`src/rtl/dlws_pkg.sv`:
```
// ----------------------------------------------------------------------------
// dlws_pkg
// Types, codes and shared helpers of the dictionary leaf window scanner.
// ----------------------------------------------------------------------------
package dlws_pkg;

    localparam int S_TDATA_W   = 144;
    localparam int S_TUSER_W   = 3;
    localparam int M_TDATA_W   = 104;
    localparam int CFG_IDX_W   = 3;
    localparam int CFG_DATA_W  = 32;
    localparam int ADDR_SPACE  = 65536;
    localparam int IDX_W       = 17;
    localparam int CODE_W      = 10;
    localparam int SIDE_W      = 4;
    localparam int QUEUE_DEPTH = 2;

    localparam logic [2:0] MODE_LOAD_CODE = 3'd0;
    localparam logic [2:0] MODE_LOAD_WORD = 3'd1;
    localparam logic [2:0] MODE_WINDOW    = 3'd2;
    localparam logic [2:0] MODE_ANY       = 3'd3;
    localparam logic [2:0] MODE_ALL       = 3'd4;
    localparam logic [2:0] MODE_VALUES    = 3'd5;
    localparam logic [2:0] MODE_READ      = 3'd6;

    localparam logic [CFG_IDX_W-1:0] CFG_ROW_STRIDE = 3'd0;
    localparam logic [CFG_IDX_W-1:0] CFG_LEAF_SIDE  = 3'd1;
    localparam logic [CFG_IDX_W-1:0] CFG_RANGE_LOW  = 3'd2;
    localparam logic [CFG_IDX_W-1:0] CFG_RANGE_HIGH = 3'd3;
    localparam logic [CFG_IDX_W-1:0] CFG_QUERY_ROW0 = 3'd4;
    localparam logic [CFG_IDX_W-1:0] CFG_QUERY_COL0 = 3'd5;
    localparam logic [CFG_IDX_W-1:0] CFG_QUERY_COL1 = 3'd6;

    typedef enum logic [2:0] {
        OP_LOAD_CODE,
        OP_LOAD_WORD,
        OP_WINDOW,
        OP_ANY,
        OP_ALL,
        OP_VALUES,
        OP_READ
    } op_t;

    typedef enum logic [2:0] {
        BK_IDLE,
        BK_PREP,
        BK_BASE,
        BK_ROW,
        BK_RSET,
        BK_SCAN,
        BK_DRAIN,
        BK_FINISH
    } bk_state_t;

    typedef struct packed {
        logic [16:0] row_stride;
        logic [3:0]  leaf_side;
        logic [31:0] range_low;
        logic [31:0] range_high;
        logic [15:0] query_row0;
        logic [15:0] query_col0;
        logic [15:0] query_col1;
    } cfg_t;

    typedef struct packed {
        op_t         kind;
        logic        addr_ok;
        logic [15:0] addr;
        logic [31:0] load_value;
        logic [15:0] row_start;
        logic [15:0] col_start;
        logic [3:0]  rows;
        logic [3:0]  cols;
        logic [31:0] max_value;
    } qent_t;

    typedef struct packed {
        logic [31:0] position;
        logic [31:0] cell_value;
        logic [31:0] value_slot;
        logic        hit;
    } res_t;

    function automatic logic [SIDE_W-1:0] side_now(input logic [SIDE_W-1:0] leaf_side,
                                                   input logic [SIDE_W-1:0] side_max);
        logic [SIDE_W-1:0] s;
        s = leaf_side;
        if (leaf_side == '0) begin
            s = SIDE_W'(1);
        end else if (leaf_side > side_max) begin
            s = side_max;
        end
        return s;
    endfunction

endpackage

```
`src/rtl/dlws_queue.sv`:
```
// ----------------------------------------------------------------------------
// dlws_queue
// Short command queue between the classifier and the scan engine.
// ----------------------------------------------------------------------------
module dlws_queue (
    input  logic            aclk,
    input  logic            aresetn,
    input  logic            push,
    input  dlws_pkg::qent_t din,
    output logic            full,
    input  logic            pop,
    output logic            valid,
    output dlws_pkg::qent_t dout
);
    import dlws_pkg::*;

    localparam int QPTR_W = (QUEUE_DEPTH > 1) ? $clog2(QUEUE_DEPTH) : 1;

    qent_t             entry_reg [QUEUE_DEPTH];
    logic [QPTR_W-1:0] wr_ptr_reg;
    logic [QPTR_W-1:0] rd_ptr_reg;
    logic [QPTR_W:0]   count_reg;

    assign valid = (count_reg != '0);
    assign full  = (count_reg == (QPTR_W + 1)'(QUEUE_DEPTH));
    assign dout  = entry_reg[rd_ptr_reg];

    always_ff @(posedge aclk) begin
        if (push) begin
            entry_reg[wr_ptr_reg] <= din;
        end
    end

    always_ff @(posedge aclk) begin
        if (!aresetn) begin
            wr_ptr_reg <= '0;
            rd_ptr_reg <= '0;
            count_reg  <= '0;
        end else begin
            if (push) begin
                wr_ptr_reg <= wr_ptr_reg + 1'b1;
            end
            if (pop) begin
                rd_ptr_reg <= rd_ptr_reg + 1'b1;
            end
            if (push && !pop) begin
                count_reg <= count_reg + 1'b1;
            end else if (pop && !push) begin
                count_reg <= count_reg - 1'b1;
            end
        end
    end

endmodule

```
`config.mk`:
```
export PLATFORM = sky130hd
export DESIGN_NAME = dlws_queue
export DESIGN_NICKNAME = d
export VERILOG_FILES = /design/src/rtl/dlws_pkg.sv /design/src/rtl/dlws_queue.sv
export SDC_FILE = /design/constraint.sdc
export NUM_CORES = 1
export LEC_CHECK = 0
export BUFFER_PORTS_ARGS = -buffer_cell sky130_fd_sc_hd__buf_2
export CORE_UTILIZATION = 52
export CTS_CLUSTER_DIAMETER = 50
export DETAILED_ROUTE_END_ITERATION = 7
export GPL_TIMING_DRIVEN = 0
export HOLD_SLACK_MARGIN = 0.03
export MAX_ROUTING_LAYER = met4
export PLACE_DENSITY = 0.77
export SYNTH_ARGS = -nofsm -noshare
export SYNTH_HDL_FRONTEND = slang
export SYNTH_SLANG_ARGS = --single-unit
export TNS_END_PERCENT = 30
```
`constraint.sdc`:
```
create_clock -name aclk -period 9.05 [get_ports aclk]
set_clock_uncertainty 0.2 [all_clocks]
set_input_delay 1.81 -clock aclk [delete_from_list [all_inputs] [get_ports aclk]]
set_output_delay 1.81 -clock aclk [all_outputs]
set_load 0.1 [all_outputs]
```
* Yosys cells after proc, flatten, opt, wreduce, memory -nomap -nowiden
Memories as Yosys holds them, arrays and structs flattened. A register that Yosys moved wholly into a read port is not among the register bits.
Cells that the tools add are included.
** Storage, ports and cells
- RAM bits :: 248
- Bits in registers :: 4
- Memories kept :: 1
- Input bits :: 128
** Memories
- entry_reg :: words 2, width 124, read ports 1, clocked after Yosys merged registers in 1, write ports 1, line dlws_queue.sv:19 : qent_t entry_reg [QUEUE_DEPTH];
** Operators by class
- Add/sub/neg operators :: 4
- Mux-type cells :: 6
- Reductions and logical operators :: 6
- Eq/ne operators :: 1
** Operators with widths (number)
- 1-bit 2-to-1 mux :: 4
- 2-bit 2-to-1 mux :: 2
- 2-bit nonzero test :: 2
- 1-bit adder (second input constant) :: 2
- 2-bit by 1-bit adder with 2-bit output (second input constant) :: 1
- 2-bit equality test (second input constant) :: 1
- 1-bit logical AND :: 2
- 1-bit zero test :: 2
- 2-bit by 1-bit subtractor with 2-bit output (second input constant) :: 1

* Longest topological paths before layout
- Depth after elaboration :: 4
- Gate-level depth with buffers :: 5
- Depth with buffers taken out :: 5

* Least setup slack after synthesis
Ideal clock, no wire load.
- Path type :: input-to-reg
- Start :: in push
- End :: mem entry_reg[0][0] (netlist bit), enable pin
- Data arrival time :: 7.218 ns
- Library setup time :: 0.624 ns
- Slack :: 1.008 ns
- Stages :: 1
- Path through :: nor2b_1
** On the way
- Word-level cells in the longest chain between the ends :: 2
** Ends and longest elaborated chain
- start, declared :: line dlws_queue.sv:8 : input logic push,
- 1-bit 2-to-1 mux :: line dlws_queue.sv:29 : if (push) begin
- 1-bit 2-to-1 mux (implied by the code) :: line dlws_queue.sv:30 : entry_reg[wr_ptr_reg] <= din;
- end, declared :: line dlws_queue.sv:19
Every way passes these cells.

==> results.yml <==
cts:
  cts.clk_slew.worst_paths_ns: 0.06
  cts_buffer_depth: 3
  cts_made_buffers: 27
  cts_sinks: 253
  cts-root-buf: "clkbuf_16"
  cts_tree: "done"
  cts_setup_buffers: 0
  cts_max_level: 1
  clk_latency_ns: 0.50
  cts_resized: 0
  cts_hold_buffers: 0
layout:
  stdcell_count: 942
  drive_gt1_share_pct: 61.40
  nNetsFinal: 824
  area_delta_synth_final_pct: 26.80
  largest_register_ffs: 248
timing:
  final.setup.tns_ns: 0
  setup_viol: 0
  max_clock_freq_mhz: 250.3
  relSlewSlack_pct: 46.43
  min_period_ns: 3.995
  post-route-period-util_pct: 44.14
  setup_ws_ns: 5.055
  timing_worst_slew_pin_value_ns: 0.8035
  final_max_slew_viol_count: 0
  hold_viol: 0
  rsz0062_at_grt: "false"
setup_path:
  crit_arrival_ns: 1.98
  crit_buf_inv: 4
  worstPathMaxFanout: 10
  critical_path.cell_chain: "buf_6 -> buf_6 -> buf_6 -> mux2_4 -> buf_2"
  r2r_start: "wr_ptr_reg"
  crit_type: "flip-flop to output pin"
  crit_path_end: "dout[72]"
  cp-start-kind: "flip-flop"
  r2r-end: "entry_reg[1][71]"
  r2r_slack_ns: 6.98
  max_stage_delay_ns: 0.33
  path_common_cell: "buf_6"
  ff2ff_path_depth: 2
  worstPathRequired_ns: 7.04
  crit_slowest_cell: "mux2_4"
  cp.depth: 5
  crit_family: "buffers and inverters"
  endpoint_kind: "output pin"
synth:
  synthCells: 408
  synth_top_family_by_area: "multiplexers"
  netlist_area_sq_mm: 0.009409
  async_flop_share_pct: 0
  syn_nets: 537
  synth_enable_flop_cells: 248
  synthTopCellsByArea: "edfxtp_1, mux2_4, mux2_2"
  yosys.cell_count.top_type: "edfxtp_1"
  avgSynthCellArea_sq_um: 23.06
  muxShareOfSynthArea_pct: 17.23
  yosys_most_used_dff: "edfxtp_1"
  synthXorXnorAreaFrac_pct: 0.2793
  ys_ff_latch: 253
  synth_cell_types: 18
  synth_area_leader_cell: "edfxtp_1"
  synth_compound_area_share_pct: 0.2128
  synth_top_cells_by_count: "edfxtp_1, mux2_2, mux2_4, buf_6, buf_2"
  synth_simple_gate_area_share_pct: 0.6117
  ys_seq_area_share_pct: 80.21
  synth_top_area_share_pct: 79.15
  synth_warnings: 0
  synth_fa_ha_area_share_pct: 0.1330
route:
  drt_first_pass_iters: 4
  wl_met2_microns: 8932
  wl_microns: 17400
  wl_per_cell_microns: 18.47
  drc: 0
  highest_layer: "met4"
  wl_met3_microns: 1449
  viasPerCell: 5.111
  drt_iter0_markers: 173
  num_vias: 4815
  met1_length_microns: 6686
  ant_nets: 0
worst_hold_path:
  hold_path_class: "flip-flop to flip-flop"
grt:
  grt_max_degree: 70
  grt_usage_pct: 18.75
  grt-ovfl-total: 0
  grt_first_pass_wirelength_microns: 26030
  antenna_found_initial: 2
  first_global_vias: 5147
pwr:
  pwr-share-seq_pct: 44.4
  p_leak_uw: 0.004656
  comb_power_share_pct: 22.5
  p_sw_uw: 974.8
  power.internal_uw: 2110
  switching_share_pct: 31.60
  peakVddDrop_uv: 163.2
  clockPowerShare_pct: 33.1
  pwr_density_cell_mw_per_mm2: 258.6
placed_design:
  hpwl_microns: 11960
  port_buffers: 253
  numPlacedInstances: 891
  gp_congestion: 0.7238
  place_ws_ns: 5.424
floorplanning:
  io_pins: 254
  die_area_sq_mm: 0.01864
  die_h_microns: 136.5
  initial_core_util_pct: 53.84
  rows: 48
  core_sq_mm: 0.01748
  die_w_microns: 136.5
status:
  status: "complete, no violations"
run:
  maxCapViolations: 0
-- worst min-delay path, delay by kind of cell, from the launching register on --
family | cells | cell delay (ns)
AO/OA/AOI/OAI | 2 | 0.18
flip-flops | 1 | 0.33
-- layout by cell type, fill, tap and decap left out, types with 2 or more instances in the layout --
cell        netlist  final
clkbuf_1          0      4
clkbuf_16         0     27
clkinv_4          0      2
clkinv_2          0      5
bufinv_16         0      2
mux2_2           64     64
dfxtp_1           5      5
buf_6             8      8
buf_12            0      3
clkinv_1          0      5
edfxtp_1        248    248
clkinvlp_4        0      3
xor2_1            2      2
and2_1            4      3
mux2_4           60     60
buf_2             6    259
diode_2           0      2
buf_16            0      2
-- power by group through the flow --
stage / Combinational [uW] / Clock, uW / Sequential [uW]
after floorplan: 581 / 0 / 1400
after global placement: 679 / 0 / 1400
after detailed placement: 697 / 0 / 1390
after CTS: 699 / 1040 / 1370
after global routing: 716 / 1080 / 1370
final: 695 / 1020 / 1370
-- metrics by stage --
stage / hold WS (ns) / utilization [%] / instance area (sq um) / total power, uW
4_1_cts: 0.3725 / 68.23 / 11930 / 3112
3_3_place_gp: 0.2823 / 62.69 / 10960 / 2084
3_5_place_dp: 0.3644 / 63.41 / 11080 / 2092
6_report: 0.3696 / 68.26 / 11930 / 3085
5_1_grt: 0.4125 / 68.26 / 11930 / 3176
2_1_floorplan: 0.2686 / - / 9409 / 1980
-- layer usage --
layer / vias to the layer above / track usage, %
li1: 2204 / -
met1: 2372 / 22.04
met2: 207 / 31.98
met3: 32 / 4.407
met4: 0 / 5.802
met5: - / -
-- how the worst min path moves through the flow --
stage	endpoint	start	cells past startpoint	slack, ns
after global routing	flip-flop	rd_ptr_reg	2	0.41
final	count_reg[1]	count_reg[1]	2	0.37
after CTS	count_reg[1]	count_reg[1]	2	0.37
after floorplan	count_reg[1]	count_reg[1]	2	0.27
after detailed placement	count_reg[1]	count_reg[1]	2	0.36
after global placement	count_reg[1]	count_reg[1]	2	0.28
-- area by class of cell --
cell class	instances	area (sq um)
tap	225	281.5
clock buffer	31	690.7
timing repair buffer	258	1381
fill	1147	5547
sequential	253	7547
clock inverter	18	152.6
inverter	1	3.754
antenna	2	5.005
buffer	14	120.1
multi-input combinational	140	1748
-- cells by family after synthesis --
kind of cell / count (synthesis)
xor+xnor: 3
mux: 124
fa+ha+maj: 1
flops: 253
simple gates: 9
buf+inv: 15
compound gates: 3
Note: power is estimated with default switching activity, not from simulation.
