### config.mk
export PLATFORM = sky130hd
export DESIGN_NAME = dlws_front
export DESIGN_NICKNAME = d
export VERILOG_FILES = /design/src/rtl/dlws_pkg.sv /design/src/rtl/dlws_front.sv
export SDC_FILE = /design/constraint.sdc
export NUM_CORES = 1
export LEC_CHECK = 0
export ABC_CLOCK_PERIOD_IN_PS = 4940
export CAP_MARGIN = 10
export CORE_AREA = 5 5 154 156
export DETAILED_ROUTE_END_ITERATION = 12
export DIE_AREA = 0 0 159 161
export DONT_BUFFER_PORTS = 1
export PLACE_DENSITY = 0.42
export SYNTH_ARGS = -nofsm -noshare
export SYNTH_HDL_FRONTEND = slang
export SYNTH_SLANG_ARGS = --single-unit
### constraint.sdc
create_clock -name vclk -period 4.94
set_input_delay 0.741 -clock vclk [all_inputs]
set_output_delay 0.741 -clock vclk [all_outputs]
set_load 0.01 [all_outputs]
### src/rtl/dlws_pkg.sv
// ----------------------------------------------------------------------------
// dlws_pkg
// Types, codes and shared helpers of the dictionary leaf window scanner.
// ----------------------------------------------------------------------------
package dlws_pkg;

    localparam int S_TDATA_W   = 144;
    localparam int S_TUSER_W   = 3;
    localparam int M_TDATA_W   = 104;
    localparam int CFG_IDX_W   = 3;
    localparam int CFG_DATA_W  = 32;
    localparam int ADDR_SPACE  = 65536;
    localparam int IDX_W       = 17;
    localparam int CODE_W      = 10;
    localparam int SIDE_W      = 4;
    localparam int QUEUE_DEPTH = 2;

    localparam logic [2:0] MODE_LOAD_CODE = 3'd0;
    localparam logic [2:0] MODE_LOAD_WORD = 3'd1;
    localparam logic [2:0] MODE_WINDOW    = 3'd2;
    localparam logic [2:0] MODE_ANY       = 3'd3;
    localparam logic [2:0] MODE_ALL       = 3'd4;
    localparam logic [2:0] MODE_VALUES    = 3'd5;
    localparam logic [2:0] MODE_READ      = 3'd6;

    localparam logic [CFG_IDX_W-1:0] CFG_ROW_STRIDE = 3'd0;
    localparam logic [CFG_IDX_W-1:0] CFG_LEAF_SIDE  = 3'd1;
    localparam logic [CFG_IDX_W-1:0] CFG_RANGE_LOW  = 3'd2;
    localparam logic [CFG_IDX_W-1:0] CFG_RANGE_HIGH = 3'd3;
    localparam logic [CFG_IDX_W-1:0] CFG_QUERY_ROW0 = 3'd4;
    localparam logic [CFG_IDX_W-1:0] CFG_QUERY_COL0 = 3'd5;
    localparam logic [CFG_IDX_W-1:0] CFG_QUERY_COL1 = 3'd6;

    typedef enum logic [2:0] {
        OP_LOAD_CODE,
        OP_LOAD_WORD,
        OP_WINDOW,
        OP_ANY,
        OP_ALL,
        OP_VALUES,
        OP_READ
    } op_t;

    typedef enum logic [2:0] {
        BK_IDLE,
        BK_PREP,
        BK_BASE,
        BK_ROW,
        BK_RSET,
        BK_SCAN,
        BK_DRAIN,
        BK_FINISH
    } bk_state_t;

    typedef struct packed {
        logic [16:0] row_stride;
        logic [3:0]  leaf_side;
        logic [31:0] range_low;
        logic [31:0] range_high;
        logic [15:0] query_row0;
        logic [15:0] query_col0;
        logic [15:0] query_col1;
    } cfg_t;

    typedef struct packed {
        op_t         kind;
        logic        addr_ok;
        logic [15:0] addr;
        logic [31:0] load_value;
        logic [15:0] row_start;
        logic [15:0] col_start;
        logic [3:0]  rows;
        logic [3:0]  cols;
        logic [31:0] max_value;
    } qent_t;

    typedef struct packed {
        logic [31:0] position;
        logic [31:0] cell_value;
        logic [31:0] value_slot;
        logic        hit;
    } res_t;

    function automatic logic [SIDE_W-1:0] side_now(input logic [SIDE_W-1:0] leaf_side,
                                                   input logic [SIDE_W-1:0] side_max);
        logic [SIDE_W-1:0] s;
        s = leaf_side;
        if (leaf_side == '0) begin
            s = SIDE_W'(1);
        end else if (leaf_side > side_max) begin
            s = side_max;
        end
        return s;
    endfunction

endpackage

### src/rtl/dlws_front.sv
// ----------------------------------------------------------------------------
// dlws_front
// Input side: unpack the word, classify the mode, clip the window to the
// leaf side and flag out-of-store addresses before queuing the command.
// ----------------------------------------------------------------------------
module dlws_front #(
    parameter int LEAF_COUNT    = 4096,
    parameter int WORD_COUNT    = 1024,
    parameter int LEAF_SIDE_MAX = 8
) (
    input  logic                           s_tvalid,
    output logic                           s_tready,
    input  logic [dlws_pkg::S_TDATA_W-1:0] s_tdata,  // address, load_value, row_start,
                                                     // col_start, row_end, col_end, max_value
    input  logic [dlws_pkg::S_TUSER_W-1:0] s_tuser,  // mode
    input  dlws_pkg::cfg_t                 cfg,
    input  logic                           q_full,
    output logic                           q_push,
    output dlws_pkg::qent_t                q_data
);
    import dlws_pkg::*;

    localparam int LEAF_DEPTH  = (LEAF_COUNT < ADDR_SPACE) ? LEAF_COUNT : ADDR_SPACE;
    localparam int STORE_DEPTH = WORD_COUNT * LEAF_SIDE_MAX * LEAF_SIDE_MAX;
    localparam int WS_DEPTH    = (STORE_DEPTH < ADDR_SPACE) ? STORE_DEPTH : ADDR_SPACE;
    localparam logic [IDX_W-1:0] LEAF_LIM = IDX_W'(LEAF_DEPTH);
    localparam logic [IDX_W-1:0] WS_LIM   = IDX_W'(WS_DEPTH);

    logic [15:0]       addr;
    logic [15:0]       r0;
    logic [15:0]       c0;
    logic [15:0]       r1;
    logic [15:0]       c1;
    logic [SIDE_W-1:0] side;
    logic              known;
    op_t               kind;

    function automatic logic [SIDE_W-1:0] span(input logic [15:0] a, input logic [15:0] b,
                                               input logic [SIDE_W-1:0] sd);
        logic [16:0]       n;
        logic [SIDE_W-1:0] r;
        n = {1'b0, b} - {1'b0, a} + 17'd1;
        r = n[SIDE_W-1:0];
        if (b < a) begin
            r = '0;
        end else if (n > {13'b0, sd}) begin
            r = sd;
        end
        return r;
    endfunction

    assign addr = s_tdata[15:0];
    assign r0   = s_tdata[63:48];
    assign c0   = s_tdata[79:64];
    assign r1   = s_tdata[95:80];
    assign c1   = s_tdata[111:96];
    assign side = side_now(cfg.leaf_side, SIDE_W'(LEAF_SIDE_MAX));

    always_comb begin
        known = 1'b1;
        kind  = OP_READ;
        case (s_tuser)
            MODE_LOAD_CODE: kind = OP_LOAD_CODE;
            MODE_LOAD_WORD: kind = OP_LOAD_WORD;
            MODE_WINDOW:    kind = OP_WINDOW;
            MODE_ANY:       kind = OP_ANY;
            MODE_ALL:       kind = OP_ALL;
            MODE_VALUES:    kind = OP_VALUES;
            MODE_READ:      kind = OP_READ;
            default:        known = 1'b0;
        endcase
    end

    always_comb begin
        q_data.kind       = kind;
        q_data.addr       = addr;
        q_data.load_value = s_tdata[47:16];
        q_data.row_start  = r0;
        q_data.col_start  = c0;
        q_data.max_value  = s_tdata[143:112];
        if (kind == OP_LOAD_WORD) begin
            q_data.addr_ok = ({1'b0, addr} < WS_LIM);
        end else begin
            q_data.addr_ok = ({1'b0, addr} < LEAF_LIM);
        end
        if (kind == OP_READ) begin
            q_data.rows = SIDE_W'(1);
            q_data.cols = SIDE_W'(1);
        end else begin
            q_data.rows = span(r0, r1, side);
            q_data.cols = span(c0, c1, side);
        end
    end

    // drop the unused mode here; it never reaches the back end
    assign s_tready = !q_full;
    assign q_push   = s_tvalid && !q_full && known;

endmodule

# Word level (Yosys, flattened, before mapping)
# Index checks and enable logic that the tools add are counted.
op_classes:
  add_sub_neg: 4
  eq_ne: 8
  reduce_logical: 6
  n_mux: 10
  order_cmp: 6
op_table:
  columns: ["cell", "count"]
  rows:
  - ["17-bit by 1-bit adder with 17-bit output, second input constant", 2]
  - ["17-bit by 4-bit greater-than comparator with 1-bit output", 2]
  - ["16-bit by 16-bit subtractor with 17-bit output", 2]
  - ["16-bit less-than comparator", 2]
  - ["4-bit two-way mux", 6]
  - ["3-bit one-hot mux with 6 select lines", 1]
  - ["16-bit by 13-bit less-than comparator with 1-bit output, second input constant", 1]
  - ["3-bit equality test, second input constant", 4]
  - ["8-bit two-way mux", 1]
  - ["7-bit OR reduction", 1]
  - ["3-bit by 1-bit equality test with 1-bit output, second input constant", 2]
  - ["3-bit by 2-bit equality test with 1-bit output, second input constant", 2]
  - ["4-bit greater-than comparator, second input constant", 1]
  - ["4-bit zero test", 1]
  - ["3-bit zero test", 1]
  - ["1-bit logical AND", 2]
  - ["1-bit two-way mux", 2]
  - ["1-bit zero test", 1]
totals:
  in_bits: 282
  ff_bits: 0
  word_cells: 34

# Depth between registers and ports, before layout
depth:
  ltp_word: 7
  depth_mapped: 15
  depth_no_buf: 15

# Least setup slack after synthesis
# Ideal clock, no wire load.
synth_timing:
  path_kind: "input to output"
  start: "input s_tdata[65] in the netlist's numbering"
  end: "output q_data[33] in the netlist's numbering"
  path_stages: 15
  path_slack_ns: 0.650
  arrival_time_ns: 3.549
  path_cell_list: "inv_1 > ha_1 > inv_1 > ha_1 > inv_1 > fa_1 > xor2_1 > ha_1 > a21oi_1 > o21ai_0 > a22o_1 > nor4_1 > o2111ai_1 > nor2_1 > mux2_2"
synth_rtl:
  columns: ["item", "line", "source"]
  rows:
  - ["start: declaration", "dlws_front.sv:13", "input logic [dlws_pkg::S_TDATA_W-1:0] s_tdata,"]
  - ["end: declaration", "dlws_front.sv:19", "output dlws_pkg::qent_t q_data"]

==> impl_metrics.csv <==
group,metric,value,unit
power_and_ir_drop,ir_worst_vdd,0.0000225,V
logic_synthesis,syn_avg_cell_area,7.45,um^2
placement,hpwl,11500,um
floorplan,num_io_pins,408,
logic_synthesis,synth_cell_types,65,
logic_synthesis,synth_top_family_by_area,"adder cells",
drt,drt_iter0_drc,150,
sta,rsz0062_at_grt,"no",
global_route,antenna_found_initial,1,
setup_path,critPathCaptureType,"primary output",
sta,worst_pin_slew,0.604,ns
sta,finalCriticalPeriod,4.72,ns
logic_synthesis,synth_area,4180,um^2
placement,port_buffers,0,
drt,detail-route-antenna-nets,0,
setup_path,arrival,3.97,ns
logic_synthesis,synthAdderAreaFrac,29.8,%
logic_synthesis,syn_inst,561,
drt,drc,0,
power_and_ir_drop,leakage,1.72,nW
power_and_ir_drop,finalPower,0.000485,W
sta,setup_tns,0,ns
logic_synthesis,synth_compound_area_share,23.6,%
floorplan,start_util,18.8,%
floorplan,rows,55,
status,status,"completed",
drt,viasPerCell,4.42,
cells_and_area,fillers,2507,
hold_path,hold_class,"in2out",
sta,fmax,212,MHz
clock_tree,postCtsSetupBuffers,0,
floorplan,die_w,159,um
cells_and_area,drive_gt1_share,6.67,%
logic_synthesis,synth-simple-area-share,16.0,%
drt,num_vias,3249,
setup_path,critPathLaunch,"s_tdata[65]",
logic_synthesis,synth_xor_area_share,1.26,%
run,drv_cap,0,
cells_and_area,post-route-util,16.7,%
drt,avgRoutedWirePerCell,17.3,um
cells_and_area,multi_input_area,3030,um^2
drt,first_pass_iters,4,
global_route,grt_pass1_wl,19600,um
cells_and_area,num-nets-final,824,
setup_path,cp_max_fo,3,
hold_path,hold-path-cell-count,0,
cells_and_area,clkbuf_count,0,
logic_synthesis,synth_seq_area_share,0,%
global_route,grt_max_degree,10,
global_route,grt_pass1_vias,3310,
global_route,gr-usage-all-layers,9.34,%
setup_path,critPathRequiredTime,4.20,ns
sta,drv_slew,0,
cells_and_area,seq_area,0,um^2
clock_tree,cts_resized,0,
logic_synthesis,syn_nets,933,
sta,hold_viol,0,
drt,wirelength,12700,um
cells_and_area,n_antenna_cell,0,
global_route,grt.overflow.total,0,
cells_and_area,fin_area,3720,um^2
sta,final-setup-viol-count,0,
logic_synthesis,synth.area.mux_share,1.80,%
clock_tree,cts_hold_buf,0,
setup_path,worstSetupPathType,"in2out",
cells_and_area,area_growth,-11.0,%
floorplan,core_area,22200,um^2
floorplan,die_height,161,um
sta,finalCritPeriodShare,95.5,%
sta,relSlewSlack,59.2,%
placement,placed_area,3720,um^2
setup_path,endpoint,"q_data[34]",
floorplan,die_area,25600,um^2
power_and_ir_drop,power.density,130,nW/um^2
setup_path,worstSetupStartpointType,"primary input",
cells_and_area,seq_cell_count,0,
logic_synthesis,yosysWarnings,0,
placement,place_congestion,0.769,
[critical path, stage by stage]
cell and delay [ns]:
inv_1 0.02, ha_1 0.29, inv_1 0.06, ha_1 0.16, inv_1 0.05, fa_1 0.40
xor2_1 0.24, ha_1 0.30, a21oi_1 0.14, o21ai_0 0.09, a22o_1 0.22, nor4_1 0.29
o2111ai_1 0.25, nor2_1 0.29, mux2_2 0.43
[stage by stage]
| step | worst slack [ns] | hold slack (ns) | cells |
|---|---|---|---|
| finish | 0.225 | 1.48 | 735 |
| global route | 0.0120 | 1.48 | 735 |
| CTS | 0.152 | 1.48 | 735 |
| detailed placement | 0.161 | 1.48 | 735 |
| global placement | 0.194 | 1.48 | 735 |
| floorplan | 0.650 | 1.53 | 561 |
[area by class of cell]
class	instances	share of cell area, %
Timing Repair Buffer	6	1.21
Tap cell	285	9.58
Multi-Input combinational cell	367	81.4
Inverter	77	7.76
[kinds of logic after synthesis]
family | after synthesis
XOR/XNOR | 6
AO/OA/AOI/OAI | 139
multiplexers | 7
AND/OR/NAND/NOR | 125
buffers and inverters | 194
adder cells (fa/ha/maj) | 90
[synthesized netlist by cell type, types with 5 or more instances]
cell type | count | area share, %
nand3_1 | 11 | 1.3
nor2b_1 | 10 | 1.5
nand4_1 | 5 | 0.75
inv_1 | 77 | 6.9
or2_2 | 6 | 0.90
o21ai_0 | 23 | 2.8
a21oi_1 | 26 | 3.1
o211ai_1 | 10 | 1.8
ha_1 | 74 | 22
nor2_1 | 32 | 2.9
a21o_1 | 15 | 2.7
nor3b_1 | 6 | 1.1
buf_4 | 112 | 20
a211oi_1 | 6 | 1.1
nor3_1 | 8 | 0.96
o21a_1 | 8 | 1.4
nand2_1 | 18 | 1.6
a31oi_1 | 8 | 1.2
fa_1 | 16 | 7.7
[worst min path at each step]
stage | start | end | slack [ns]
finish | s_tdata[45] | q_data[101] | 1.48
global route | s_tdata[50] | q_data[58] | 1.48
CTS | s_tdata[112] | q_data[0] | 1.48
detailed placement | s_tdata[112] | q_data[0] | 1.48
global placement | s_tdata[112] | q_data[0] | 1.48
floorplan | q_full | s_tready | 1.53
[placed cells by master (no fill, tap or decap), types with 11 or more instances in the layout]
cell type  instances
ha_1              74
a21oi_1           26
a21o_1            15
nor2_1            32
inv_1             77
nand3_1           11
fa_1              16
o21ai_0           23
nand2_1           18
[report_power, final]
group          switching, W  total [W]  internal (W)
Sequential                0          0             0
Clock                     0          0             0
Combinational      0.000274   0.000485      0.000210
Total              0.000274   0.000485      0.000210
[metal layers]
| metal | vias to the layer above | share of wire (%) | GRT usage, % | routed length [um] |
|---|---|---|---|---|
| met5 | - | 0.10 | 0 | 13 |
| met4 | 2 | 2.5 | 2.02 | 320 |
| met3 | 34 | 13 | 4.21 | 1610 |
| met2 | 140 | 38 | 13.0 | 4780 |
| met1 | 1446 | 47 | 13.2 | 5980 |
| li1 | 1627 | - | - | - |
No activity file was read; power rests on OpenSTA's default activity.
